$ cat config.mk
export PLATFORM = sky130hd
export DESIGN_NAME = keypad_four_function_calculator
export DESIGN_NICKNAME = d
export VERILOG_FILES = /design/src/kfc_pkg.sv /design/src/kfc_alu.sv /design/src/keypad_four_function_calculator.sv
export SDC_FILE = /design/constraint.sdc
export NUM_CORES = 1
export LEC_CHECK = 0
export BUFFER_PORTS_ARGS = -buffer_cell sky130_fd_sc_hd__buf_2
export CAP_MARGIN = 0
export CORE_MARGIN = 1.5
export CORE_UTILIZATION = 23
export CTS_CLUSTER_DIAMETER = 150
export CTS_CLUSTER_SIZE = 20
export DETAILED_ROUTE_END_ITERATION = 10
export PLACE_DENSITY_LB_ADDON = 0.2
export SETUP_SLACK_MARGIN = 0.02
export SYNTH_ARGS = -nofsm -noshare
export SYNTH_HDL_FRONTEND = slang
export SYNTH_SLANG_ARGS = --single-unit
$ cat constraint.sdc
create_clock -name clk -period 7.2 [get_ports clk]
set_input_delay 0.36 -clock clk [delete_from_list [all_inputs] [get_ports clk]]
set_output_delay 0.36 -clock clk [all_outputs]
set_load 0.005 [all_outputs]
$ cat src/kfc_pkg.sv
// ----------------------------------------------------------------------------
// kfc_pkg
// Shared types, key codes and helpers for the keypad four-function calculator.
// ----------------------------------------------------------------------------
package kfc_pkg;

  localparam int unsigned WordW  = 32;
  localparam int unsigned CountW = 5;

  // keypad codes
  localparam logic [4:0] KEY_ADD   = 5'd4;
  localparam logic [4:0] KEY_SUB   = 5'd8;
  localparam logic [4:0] KEY_MUL   = 5'd12;
  localparam logic [4:0] KEY_DIV   = 5'd16;
  localparam logic [4:0] KEY_EQ    = 5'd13;
  localparam logic [4:0] KEY_CLEAR = 5'd15;

  localparam logic [6:0] CHAR_ZERO = 7'h30;
  localparam logic [6:0] CHAR_ADD  = 7'h2B;
  localparam logic [6:0] CHAR_SUB  = 7'h2D;
  localparam logic [6:0] CHAR_MUL  = 7'h2A;
  localparam logic [6:0] CHAR_DIV  = 7'h2F;
  localparam logic [6:0] CHAR_EQ   = 7'h3D;

  typedef enum logic [2:0] {
    OP_NONE = 3'd0,
    OP_ADD  = 3'd1,
    OP_SUB  = 3'd2,
    OP_MUL  = 3'd3,
    OP_DIV  = 3'd4
  } op_t;

  typedef struct packed {
    logic       is_digit;
    logic [3:0] digit;
  } key_digit_t;

  // request into the shared multiply / divide unit
  typedef struct packed {
    logic start;
    logic is_div;
  } alu_req_t;

  typedef struct packed {
    logic             done;
    logic [WordW-1:0] value;
  } alu_rsp_t;

  function automatic key_digit_t key_digit(logic [4:0] k);
    key_digit_t r;
    r.is_digit = 1'b1;
    r.digit    = 4'd0;
    unique case (k)
      5'd1:    r.digit = 4'd1;
      5'd2:    r.digit = 4'd2;
      5'd3:    r.digit = 4'd3;
      5'd5:    r.digit = 4'd4;
      5'd6:    r.digit = 4'd5;
      5'd7:    r.digit = 4'd6;
      5'd9:    r.digit = 4'd7;
      5'd10:   r.digit = 4'd8;
      5'd11:   r.digit = 4'd9;
      5'd14:   r.digit = 4'd0;
      default: r.is_digit = 1'b0;
    endcase
    return r;
  endfunction

endpackage

$ cat src/kfc_alu.sv
// ----------------------------------------------------------------------------
// kfc_alu
// Shared 32-bit shift-add multiplier and restoring signed divider, one bit per
// cycle through a single 33-bit adder. done is a registered strobe after the last bit.
// ----------------------------------------------------------------------------
module kfc_alu
  import kfc_pkg::*;
(
  input  logic             clk,
  input  logic             rst,
  input  alu_req_t         req,
  input  logic [WordW-1:0] a,
  input  logic [WordW-1:0] b,
  output alu_rsp_t         rsp
);

  logic              busy;
  logic              fin;
  logic              is_div;
  logic              neg;
  logic [CountW-1:0] cnt;
  logic [WordW-1:0]  x;   // product accumulator / partial remainder
  logic [WordW-1:0]  y;   // shifted multiplicand / divisor magnitude
  logic [WordW-1:0]  z;   // multiplier / dividend shifting into quotient

  logic [WordW:0]    add_a;
  logic [WordW:0]    add_b;
  logic [WordW:0]    sum;
  logic [WordW-1:0]  mag_a;
  logic [WordW-1:0]  mag_b;

  assign mag_a = a[WordW-1] ? (WordW'(0) - a) : a;
  assign mag_b = b[WordW-1] ? (WordW'(0) - b) : b;

  // one adder: accumulate for multiply, trial subtract for divide
  always_comb begin
    if (is_div) begin
      add_a = {x, z[WordW-1]};
      add_b = ~{1'b0, y};
    end else begin
      add_a = {1'b0, x};
      add_b = z[0] ? {1'b0, y} : '0;
    end
    sum = add_a + add_b + {{WordW{1'b0}}, is_div};
  end

  always_ff @(posedge clk) begin
    if (rst) begin
      busy <= 1'b0;
      fin  <= 1'b0;
      cnt  <= '0;
    end else begin
      fin <= 1'b0;
      if (req.start) begin
        busy <= 1'b1;
        cnt  <= '0;
      end else if (busy) begin
        cnt <= cnt + CountW'(1);
        if (cnt == CountW'(WordW - 1)) begin
          busy <= 1'b0;
          fin  <= 1'b1;
        end
      end
    end
  end

  always_ff @(posedge clk) begin
    if (req.start) begin
      is_div <= req.is_div;
      neg    <= a[WordW-1] ^ b[WordW-1];
      x      <= '0;
      y      <= req.is_div ? mag_b : a;
      z      <= req.is_div ? mag_a : b;
    end else if (busy) begin
      if (is_div) begin
        if (!sum[WordW]) begin
          x <= sum[WordW-1:0];
          z <= {z[WordW-2:0], 1'b1};
        end else begin
          x <= {x[WordW-2:0], z[WordW-1]};
          z <= {z[WordW-2:0], 1'b0};
        end
      end else begin
        x <= sum[WordW-1:0];
        y <= {y[WordW-2:0], 1'b0};
        z <= {1'b0, z[WordW-1:1]};
      end
    end
  end

  always_comb begin
    rsp.done = fin;
    if (is_div) begin
      rsp.value = neg ? (WordW'(0) - z) : z;
    end else begin
      rsp.value = x;
    end
  end

endmodule

$ cat src/keypad_four_function_calculator.sv
// ----------------------------------------------------------------------------
// keypad_four_function_calculator
// Keypad calculator: digit entry, four operators, equals and clear.
// ----------------------------------------------------------------------------
// channel  dir  width  contents
// s_axis   in   8      [4:0] key_code
// m_axis   out  48     [6:0] echo_char, [7] clear_screen, [8] result_valid,
//                      [40:9] result_value, [41] divide_error, [42] digit_dropped
//
// Keys that need no multiply or divide: result registered at the edge after
// accept. Equals with multiply or a nonzero divide runs the shared bit-serial
// unit before the result is offered. One item at a time; tready is low until
// the result has been taken. Synchronous active-high reset.
// ----------------------------------------------------------------------------
module keypad_four_function_calculator
  import kfc_pkg::*;
#(
  parameter int unsigned MAX_DIGITS = 31
)(
  input  logic        clk,
  input  logic        rst,
  input  logic        s_axis_tvalid,
  output logic        s_axis_tready,
  input  logic [7:0]  s_axis_tdata,   // [4:0] key_code
  output logic        m_axis_tvalid,
  input  logic        m_axis_tready,
  output logic [47:0] m_axis_tdata    // echo_char, clear_screen, result_valid,
                                      // result_value, divide_error, digit_dropped
);

  typedef enum logic [2:0] {
    ST_IDLE = 3'b001,
    ST_CALC = 3'b010,
    ST_OUT  = 3'b100
  } state_t;

  state_t            state;
  logic [WordW-1:0]  entry_value;
  logic [CountW-1:0] digit_count;
  logic [WordW-1:0]  first_operand;
  logic [WordW-1:0]  second_operand;
  op_t               pending_operation;

  logic [6:0]        echo_char;
  logic              clear_screen;
  logic              result_valid;
  logic [WordW-1:0]  result_value;
  logic              divide_error;
  logic              digit_dropped;

  logic              accept;
  logic [4:0]        key_code;
  key_digit_t        kd;
  logic              has_digits;
  logic [WordW-1:0]  opnd_b;
  logic [WordW-1:0]  entry_times10;
  alu_req_t          alu_req;
  alu_rsp_t          alu_rsp;

  assign s_axis_tready = (state == ST_IDLE);
  assign m_axis_tvalid = (state == ST_OUT);
  assign accept        = s_axis_tvalid && s_axis_tready;
  assign key_code      = s_axis_tdata[4:0];
  assign kd            = key_digit(key_code);
  assign has_digits    = (digit_count != '0);
  // equals takes the new entry when digits are pending, else the old operand
  assign opnd_b        = has_digits ? entry_value : second_operand;
  assign entry_times10 = {entry_value[WordW-4:0], 3'b000} + {entry_value[WordW-2:0], 1'b0};

  always_comb begin
    alu_req.start  = 1'b0;
    alu_req.is_div = (pending_operation == OP_DIV);
    if (accept && key_code == KEY_EQ) begin
      if (pending_operation == OP_MUL) begin
        alu_req.start = 1'b1;
      end else if (pending_operation == OP_DIV && opnd_b != '0) begin
        alu_req.start = 1'b1;
      end
    end
  end

  kfc_alu u_alu (
    .clk (clk),
    .rst (rst),
    .req (alu_req),
    .a   (first_operand),
    .b   (opnd_b),
    .rsp (alu_rsp)
  );

  always_ff @(posedge clk) begin
    if (rst) begin
      state             <= ST_IDLE;
      entry_value       <= '0;
      digit_count       <= '0;
      first_operand     <= '0;
      second_operand    <= '0;
      pending_operation <= OP_NONE;
    end else begin
      unique case (state)
        ST_IDLE: begin
          if (accept) begin
            state <= alu_req.start ? ST_CALC : ST_OUT;
            if (kd.is_digit) begin
              if (digit_count < CountW'(MAX_DIGITS)) begin
                entry_value <= entry_times10 + {{(WordW-4){1'b0}}, kd.digit};
                digit_count <= digit_count + CountW'(1);
              end
            end else if (key_code == KEY_ADD || key_code == KEY_SUB ||
                         key_code == KEY_MUL || key_code == KEY_DIV) begin
              if (has_digits) begin
                first_operand <= entry_value;
                entry_value   <= '0;
                digit_count   <= '0;
                priority case (key_code)
                  KEY_ADD: pending_operation <= OP_ADD;
                  KEY_SUB: pending_operation <= OP_SUB;
                  KEY_MUL: pending_operation <= OP_MUL;
                  default: pending_operation <= OP_DIV;
                endcase
              end
            end else if (key_code == KEY_EQ) begin
              if (has_digits) begin
                second_operand <= entry_value;
              end
            end else if (key_code == KEY_CLEAR) begin
              entry_value       <= '0;
              digit_count       <= '0;
              first_operand     <= '0;
              second_operand    <= '0;
              pending_operation <= OP_NONE;
            end
          end
        end
        ST_CALC: begin
          if (alu_rsp.done) begin
            state <= ST_OUT;
          end
        end
        ST_OUT: begin
          if (m_axis_tready) begin
            state <= ST_IDLE;
          end
        end
        default: state <= ST_IDLE;
      endcase
    end
  end

  // result register
  always_ff @(posedge clk) begin
    if (accept) begin
      echo_char     <= '0;
      clear_screen  <= 1'b0;
      result_valid  <= 1'b0;
      result_value  <= '0;
      divide_error  <= 1'b0;
      digit_dropped <= 1'b0;
      if (kd.is_digit) begin
        if (digit_count < CountW'(MAX_DIGITS)) begin
          echo_char <= CHAR_ZERO + {3'b000, kd.digit};
        end else begin
          digit_dropped <= 1'b1;
        end
      end else if (key_code == KEY_ADD || key_code == KEY_SUB ||
                   key_code == KEY_MUL || key_code == KEY_DIV) begin
        if (has_digits) begin
          priority case (key_code)
            KEY_ADD: echo_char <= CHAR_ADD;
            KEY_SUB: echo_char <= CHAR_SUB;
            KEY_MUL: echo_char <= CHAR_MUL;
            default: echo_char <= CHAR_DIV;
          endcase
        end
      end else if (key_code == KEY_EQ) begin
        if (has_digits) begin
          echo_char <= CHAR_EQ;
        end
        unique case (pending_operation)
          OP_ADD: begin
            result_valid <= 1'b1;
            result_value <= first_operand + opnd_b;
          end
          OP_SUB: begin
            result_valid <= 1'b1;
            result_value <= first_operand - opnd_b;
          end
          OP_DIV: begin
            if (opnd_b == '0) begin
              divide_error <= 1'b1;
            end
          end
          default: ;
        endcase
      end else if (key_code == KEY_CLEAR) begin
        clear_screen <= 1'b1;
      end
    end else if (state == ST_CALC && alu_rsp.done) begin
      result_valid <= 1'b1;
      result_value <= alu_rsp.value;
    end
  end

  assign m_axis_tdata = {5'b00000, digit_dropped, divide_error, result_value,
                         result_valid, clear_screen, echo_char};

endmodule

# Word-level counts from Yosys, hierarchy flattened
# Cells that the tools add are included.
# op_classes
add_sub_neg,12
n_lt_le_gt_ge,1
eq_ne,33
muxes,75
reduce_logical,26
bitwise,7
# ops
operator,count
2-to-1 mux 32 bit,30
"subtractor 1 x 32 -> 32 bit, first input constant",3
2-to-1 mux 33 bit,2
adder 32 bit,2
one-hot mux 32 bit (2 select lines),1
"== test 5 x 4 -> 1 bit, second input constant",8
one-hot mux 4 bit (9 select lines),1
adder 33 x 1 -> 33 bit,1
adder 33 bit,1
inverter 32 -> 33 bit,1
adder 32 x 4 -> 32 bit,1
zero test 32 bit,1
nonzero test 32 bit,1
subtractor 32 bit,1
2-to-1 mux 5 bit,6
one-hot mux 3 bit (3 select lines),3
2-to-1 mux 3 bit,8
2-to-1 mux 7 bit,3
"== test 5 x 3 -> 1 bit, second input constant",4
2-to-1 mux 1 bit,18
2-to-1 mux 6 bit,3
AND reduction 6 bit,2
"adder 5 x 1 -> 5 bit, second input constant",2
"== test 5 x 2 -> 1 bit, second input constant",2
other kinds (25),49
# totals
out_inout_bits,50
ff_bits,255

# Logic depth before layout (Yosys ltp)
# depth
ltp_word,10
depth_mapped,30

# Cells and area by module
# Synthesis repeated with hierarchy kept, for this count alone.
# hier_totals
cells_unflattened,2504
hier_area_um2,20424.6
# by_module_without_submodules
module,cells_per_inst,seq_area_each_um2,instances,area_each_um2
keypad_four_function_calculator,1300,3403.3,1,10517.6
kfc_alu,1204,2762.6,1,9907.0

# Worst setup path before layout
# No wires, ideal clock.
# synth_path
path_kind,reg-to-reg
startpoint,reg digit_count[0]
endpoint,reg result_value[31] (data pin)
required_time_ps,6934
arrival_ps,5832
setup_slack_ps,1103
stages_incl_launch_ff,31
n_path_buf,5
synth_period_minus_slack_ps,6097
cell_sequence,dfxtp_1 > inv_1 > ha_1 > or4b_1 > clkbuf_1 > clkbuf_1 > buf_1 > clkbuf_1 > nand2_1 > nand2_1 > inv_1 > ha_1 > inv_1 > nor4_1 > o2111a_1 > o21ai_0 > nand2b_1 > nor2_1 > nor2_1 > xor2_1 > ha_1 > clkbuf_1 > nand4_1 > or4_1 > a211o_1 > nand2_1 > o21ai_0 > o21ai_0 > nand2_1 > a21boi_0 > o21ai_1
# synth_via
elab_chain_cells,8
# synth_lines
item,line_no,source
start: declaration,keypad_four_function_calculator.sv:39,logic [CountW-1:0] digit_count;
start signal: assignment,keypad_four_function_calculator.sv:107,digit_count <= digit_count + CountW'(1);
nonzero test 5 bit *,keypad_four_function_calculator.sv:65,assign has_digits = (digit_count != '0);
2-to-1 mux 32 bit *,n/a,
subtractor 32 bit or adder 32 bit (tied branches),"keypad_four_function_calculator.sv:186, keypad_four_function_calculator.sv:182",
one-hot mux 32 bit (2 select lines) *,keypad_four_function_calculator.sv:179,unique case (pending_operation)
2-to-1 mux 32 bit *,keypad_four_function_calculator.sv:175,end else if (key_code == KEY_EQ) begin
2-to-1 mux 32 bit *,keypad_four_function_calculator.sv:165,end else if (key_code == KEY_ADD || key_code == KEY_SUB ||
2-to-1 mux 32 bit *,keypad_four_function_calculator.sv:159,if (kd.is_digit) begin
2-to-1 mux 32 bit *,keypad_four_function_calculator.sv:152,if (accept) begin
end signal: assignment,keypad_four_function_calculator.sv:182,result_value <= first_operand + opnd_b;
end signal: assignment,keypad_four_function_calculator.sv:186,result_value <= first_operand - opnd_b;
end signal: assignment,keypad_four_function_calculator.sv:200,result_value <= alu_rsp.value;
end: declaration,keypad_four_function_calculator.sv:47,logic [WordW-1:0] result_value;
# Mark *: on every way between the ends. The rest lies on a longest branch, timed or not.
# A chain may end at the register's enable or synchronous reset.

# Worst setup path in the final report
# Same ends and word-level chain as after synthesis.

==> flow_summary.json <==
{
  "dieWidth_um": 298,
  "pre_cts_ws_ns": 0.743,
  "overflow": 0,
  "die_h_um": 298,
  "synth_flop_cell": "dfxtp_1",
  "hpwl_mm": 49.1,
  "cts_buffer_depth": 3,
  "yosysSeqAreaShare_pct": 30.8,
  "remaining_drc_errors": 0,
  "min_path_type": "in -> reg",
  "period_needed_ns": 6.53,
  "wl_mm": 65.5,
  "cts_setup_buffers": 0,
  "leakagePower_nw": 8.72,
  "grt_pass1_vias": 17300,
  "cts_resized": 0,
  "worstReg2RegEnd": "result_value[31]$_DFFE_PP_",
  "ys.warnings.count": 0,
  "synth.distinct_cells": 74,
  "maxSlewHeadroom_pct": 10.3,
  "dp.cells": 3577,
  "synth_enable_flop_cells": 108,
  "rrSetupSlack_ns": 0.67,
  "yosys_register_bits": 254,
  "hold_viol": 0,
  "cts_sinks": 254,
  "clk_pin_slew_ns": 0.10,
  "maxSlewViolCount": 0,
  "h-tree-depth": 1,
  "fin_nets": 2585,
  "postCtsHoldBufs": 0,
  "finalWorstSetupSlack_ns": 0.671,
  "io-pin-count": 62,
  "cp_max_fo": 8,
  "start_util_pct": 23.2,
  "drive_gt1_share_pct": 7.14,
  "vias_per_cell": 4.96,
  "portBuffers": 52,
  "min_path_cells": 3,
  "r2r_cells": 24,
  "drt_iter0_markers": 1076,
  "synth_area_um2": 20000,
  "finalCritPeriodShare_pct": 90.7,
  "critical_path_class": "reg -> reg",
  "tightestPinTransition_ns": 1.33,
  "timing.fmax_mhz": 153,
  "synth.avg_cell_area_um2": 8.06,
  "multi_input_area_um2": 13100,
  "fin_cells": 3605,
  "skew_ns": 0.0193,
  "cts_tree": "done",
  "syn2layout_area_growth_pct": 9.46,
  "vias": 17900,
  "rr_startpoint": "digit_count[0]$_SDFFE_PP0P_",
  "arrival_ns": 6.80,
  "synthArstFlopShare_pct": 0,
  "core_area_um2": 86500,
  "rsz0062_at_grt": "no",
  "worstSetupStartpointType": "flip-flop",
  "grt_pass1_wl_mm": 102,
  "rows": 108,
  "power_density_nw_per_um2": 160,
  "grtUsageTotal_pct": 14.4,
  "outcome": "complete, no violations",
  "regArea_um2": 6170,
  "ctsRootBufferMaster": "clkbuf_16",
  "critPathCaptureType": "flip-flop",
  "max-cap-violations": 0,
  "syn_inst": 2483,
  "numCtsBuffers": 16,
  "hold_start": "m_axis_tready",
  "dieArea_um2": 88800,
  "setup_violations": 0,
  "dr.pass1.iters": 6,
  "final_common_cell": "nand2_1",
  "wl_per_cell_um": 18.2,
  "grt_max_degree": 80,
  "insertedDiodeCount": 0,
  "whs_endpoint": "state[0]$_SDFFE_PP1P_",
  "antenna_found_initial": 0,
  "layout_common_cells": "nand2_1, a21oi_1, o21ai_0, nor2_1, dfxtp_1",
  "setup_tns_ns": 0,
  "critPathRequiredTime_ns": 7.47,
  "drt.antenna.violating_nets": 0,
  "fillers": 9475,
  "gp_congestion": 0.844,
  "max-vdd-ir-drop_v": 0.000109,
  "clk_latency_ns": 0.53
}
final cells by class:
type	count	area share, %
repair buffers	89	2.52
multi-input cells	2038	59.9
well taps	1155	6.59
flip-flops and latches	254	28.1
inverters	41	0.702
clock inverters	1	0.0400
clock buffers	27	2.11
routing by layer:
metal	vias to the layer above	GRT usage (%)	share of wire (%)
met5	-	0	0
met3	68	1.41	4.0
met2	400	23.9	46
li1	8942	-	-
met1	8469	19.9	48
met4	0	3.38	2.1
sequential cells by signal (all words and copies together) (netlist names), 3 cells and up:
signal	flops
u_alu.z	32
entry_value	32
u_alu.x	32
pending_operation	3
second_operand	32
echo_char	6
first_operand	32
result_value	32
u_alu.y	32
u_alu.cnt	5
digit_count	5
state	3
stage by stage:
| stage | hold slack (ns) | total power [mW] | util (%) | area, µm² |
|---|---|---|---|---|
| final | 0.0998 | 3.51 | 25.3 | 21900 |
| after global routing | 0.0911 | 3.70 | 25.3 | 21900 |
| after CTS | 0.0730 | 3.55 | 25.3 | 21900 |
| after detailed placement | 0.484 | 2.54 | 24.8 | 21400 |
| after global placement | 0.468 | 2.53 | 24.8 | 21400 |
| after floorplan | 0.455 | 2.28 | - | 20000 |
kinds of logic (layout without fill, tap and decap cells):
logic type	after synthesis	after routing	synth area share (%)
simple gates	811	811	18.5
compound gates	759	759	22.8
flops	254	254	30.8
xor+xnor	200	200	8.75
buf+inv	196	158	4.01
fa+ha+maj	133	133	8.50
mux	129	129	6.66
other cells	1	6	0.0187
worst max path at each step:
stage	to	cells past startpoint	startpoint	slack, ns
floorplan	result_value[31]$_DFFE_PP_	30	digit_count[0]$_SDFFE_PP0P_	1.10
global placement	result_value[31]$_DFFE_PP_	25	digit_count[0]$_SDFFE_PP0P_	0.81
detailed placement	result_value[31]$_DFFE_PP_	25	digit_count[0]$_SDFFE_PP0P_	0.74
CTS	result_value[31]$_DFFE_PP_	25	digit_count[0]$_SDFFE_PP0P_	0.70
global route	result_value[31]$_DFFE_PP_	25	digit_count[0]$_SDFFE_PP0P_	0.04
finish	result_value[31]$_DFFE_PP_	24	digit_count[0]$_SDFFE_PP0P_	0.67
critical path: stages (launching register included):
cell	delay (ns)
dfxtp_1	0.37
inv_1	0.07
ha_1	0.15
nor4b_2	0.36
mux2i_1	0.25
buf_4	0.18
ha_1	0.24
inv_1	0.10
nor4_1	0.49
o2111a_1	0.46
o21ai_0	0.22
nand2b_1	0.24
nor2_1	0.20
nor2_1	0.07
xor2_1	0.15
ha_1	0.45
nand4_1	0.30
or4_1	0.58
a211o_1	0.30
nand2_1	0.08
o21ai_0	0.24
o21ai_0	0.42
nand2_1	0.09
a21boi_0	0.16
o21ai_1	0.07
synth_stat cells (all sizes together), types with 10 or more instances:
master / n / share of area (%)
nand3: 66 / 1.6
buf: 34 / 0.97
nand2b: 17 / 0.53
or2: 10 / 0.31
a22o: 16 / 0.70
or3: 23 / 0.76
clkbuf: 121 / 2.3
a21o: 27 / 1.0
nand4: 20 / 0.62
or4: 20 / 0.79
ha: 128 / 8.0
o21bai: 14 / 0.52
nor2: 222 / 4.2
a31oi: 21 / 0.66
a211oi: 23 / 0.86
a22oi: 28 / 1.0
nand2: 302 / 5.7
inv: 38 / 0.71
o21ai: 228 / 5.7
a21oi: 251 / 6.3
o211ai: 38 / 1.4
xor2: 99 / 4.3
mux2i: 95 / 4.7
o22ai: 27 / 0.84
dfxtp: 146 / 15
edfxtp: 108 / 16
o41ai: 12 / 0.52
o31ai: 20 / 0.75
nor4: 21 / 0.66
o21a: 13 / 0.49
nor3: 58 / 1.5
and3: 14 / 0.44
xnor2: 101 / 4.4
mux2: 34 / 1.9
nor2b: 13 / 0.41
power by group:
group	switching (mW)	total, mW	internal, mW
sequential	0.0561	1.60	1.54
combinational	0.550	0.914	0.364
clock	0.547	0.993	0.446
(Power assumes the default switching activity.)
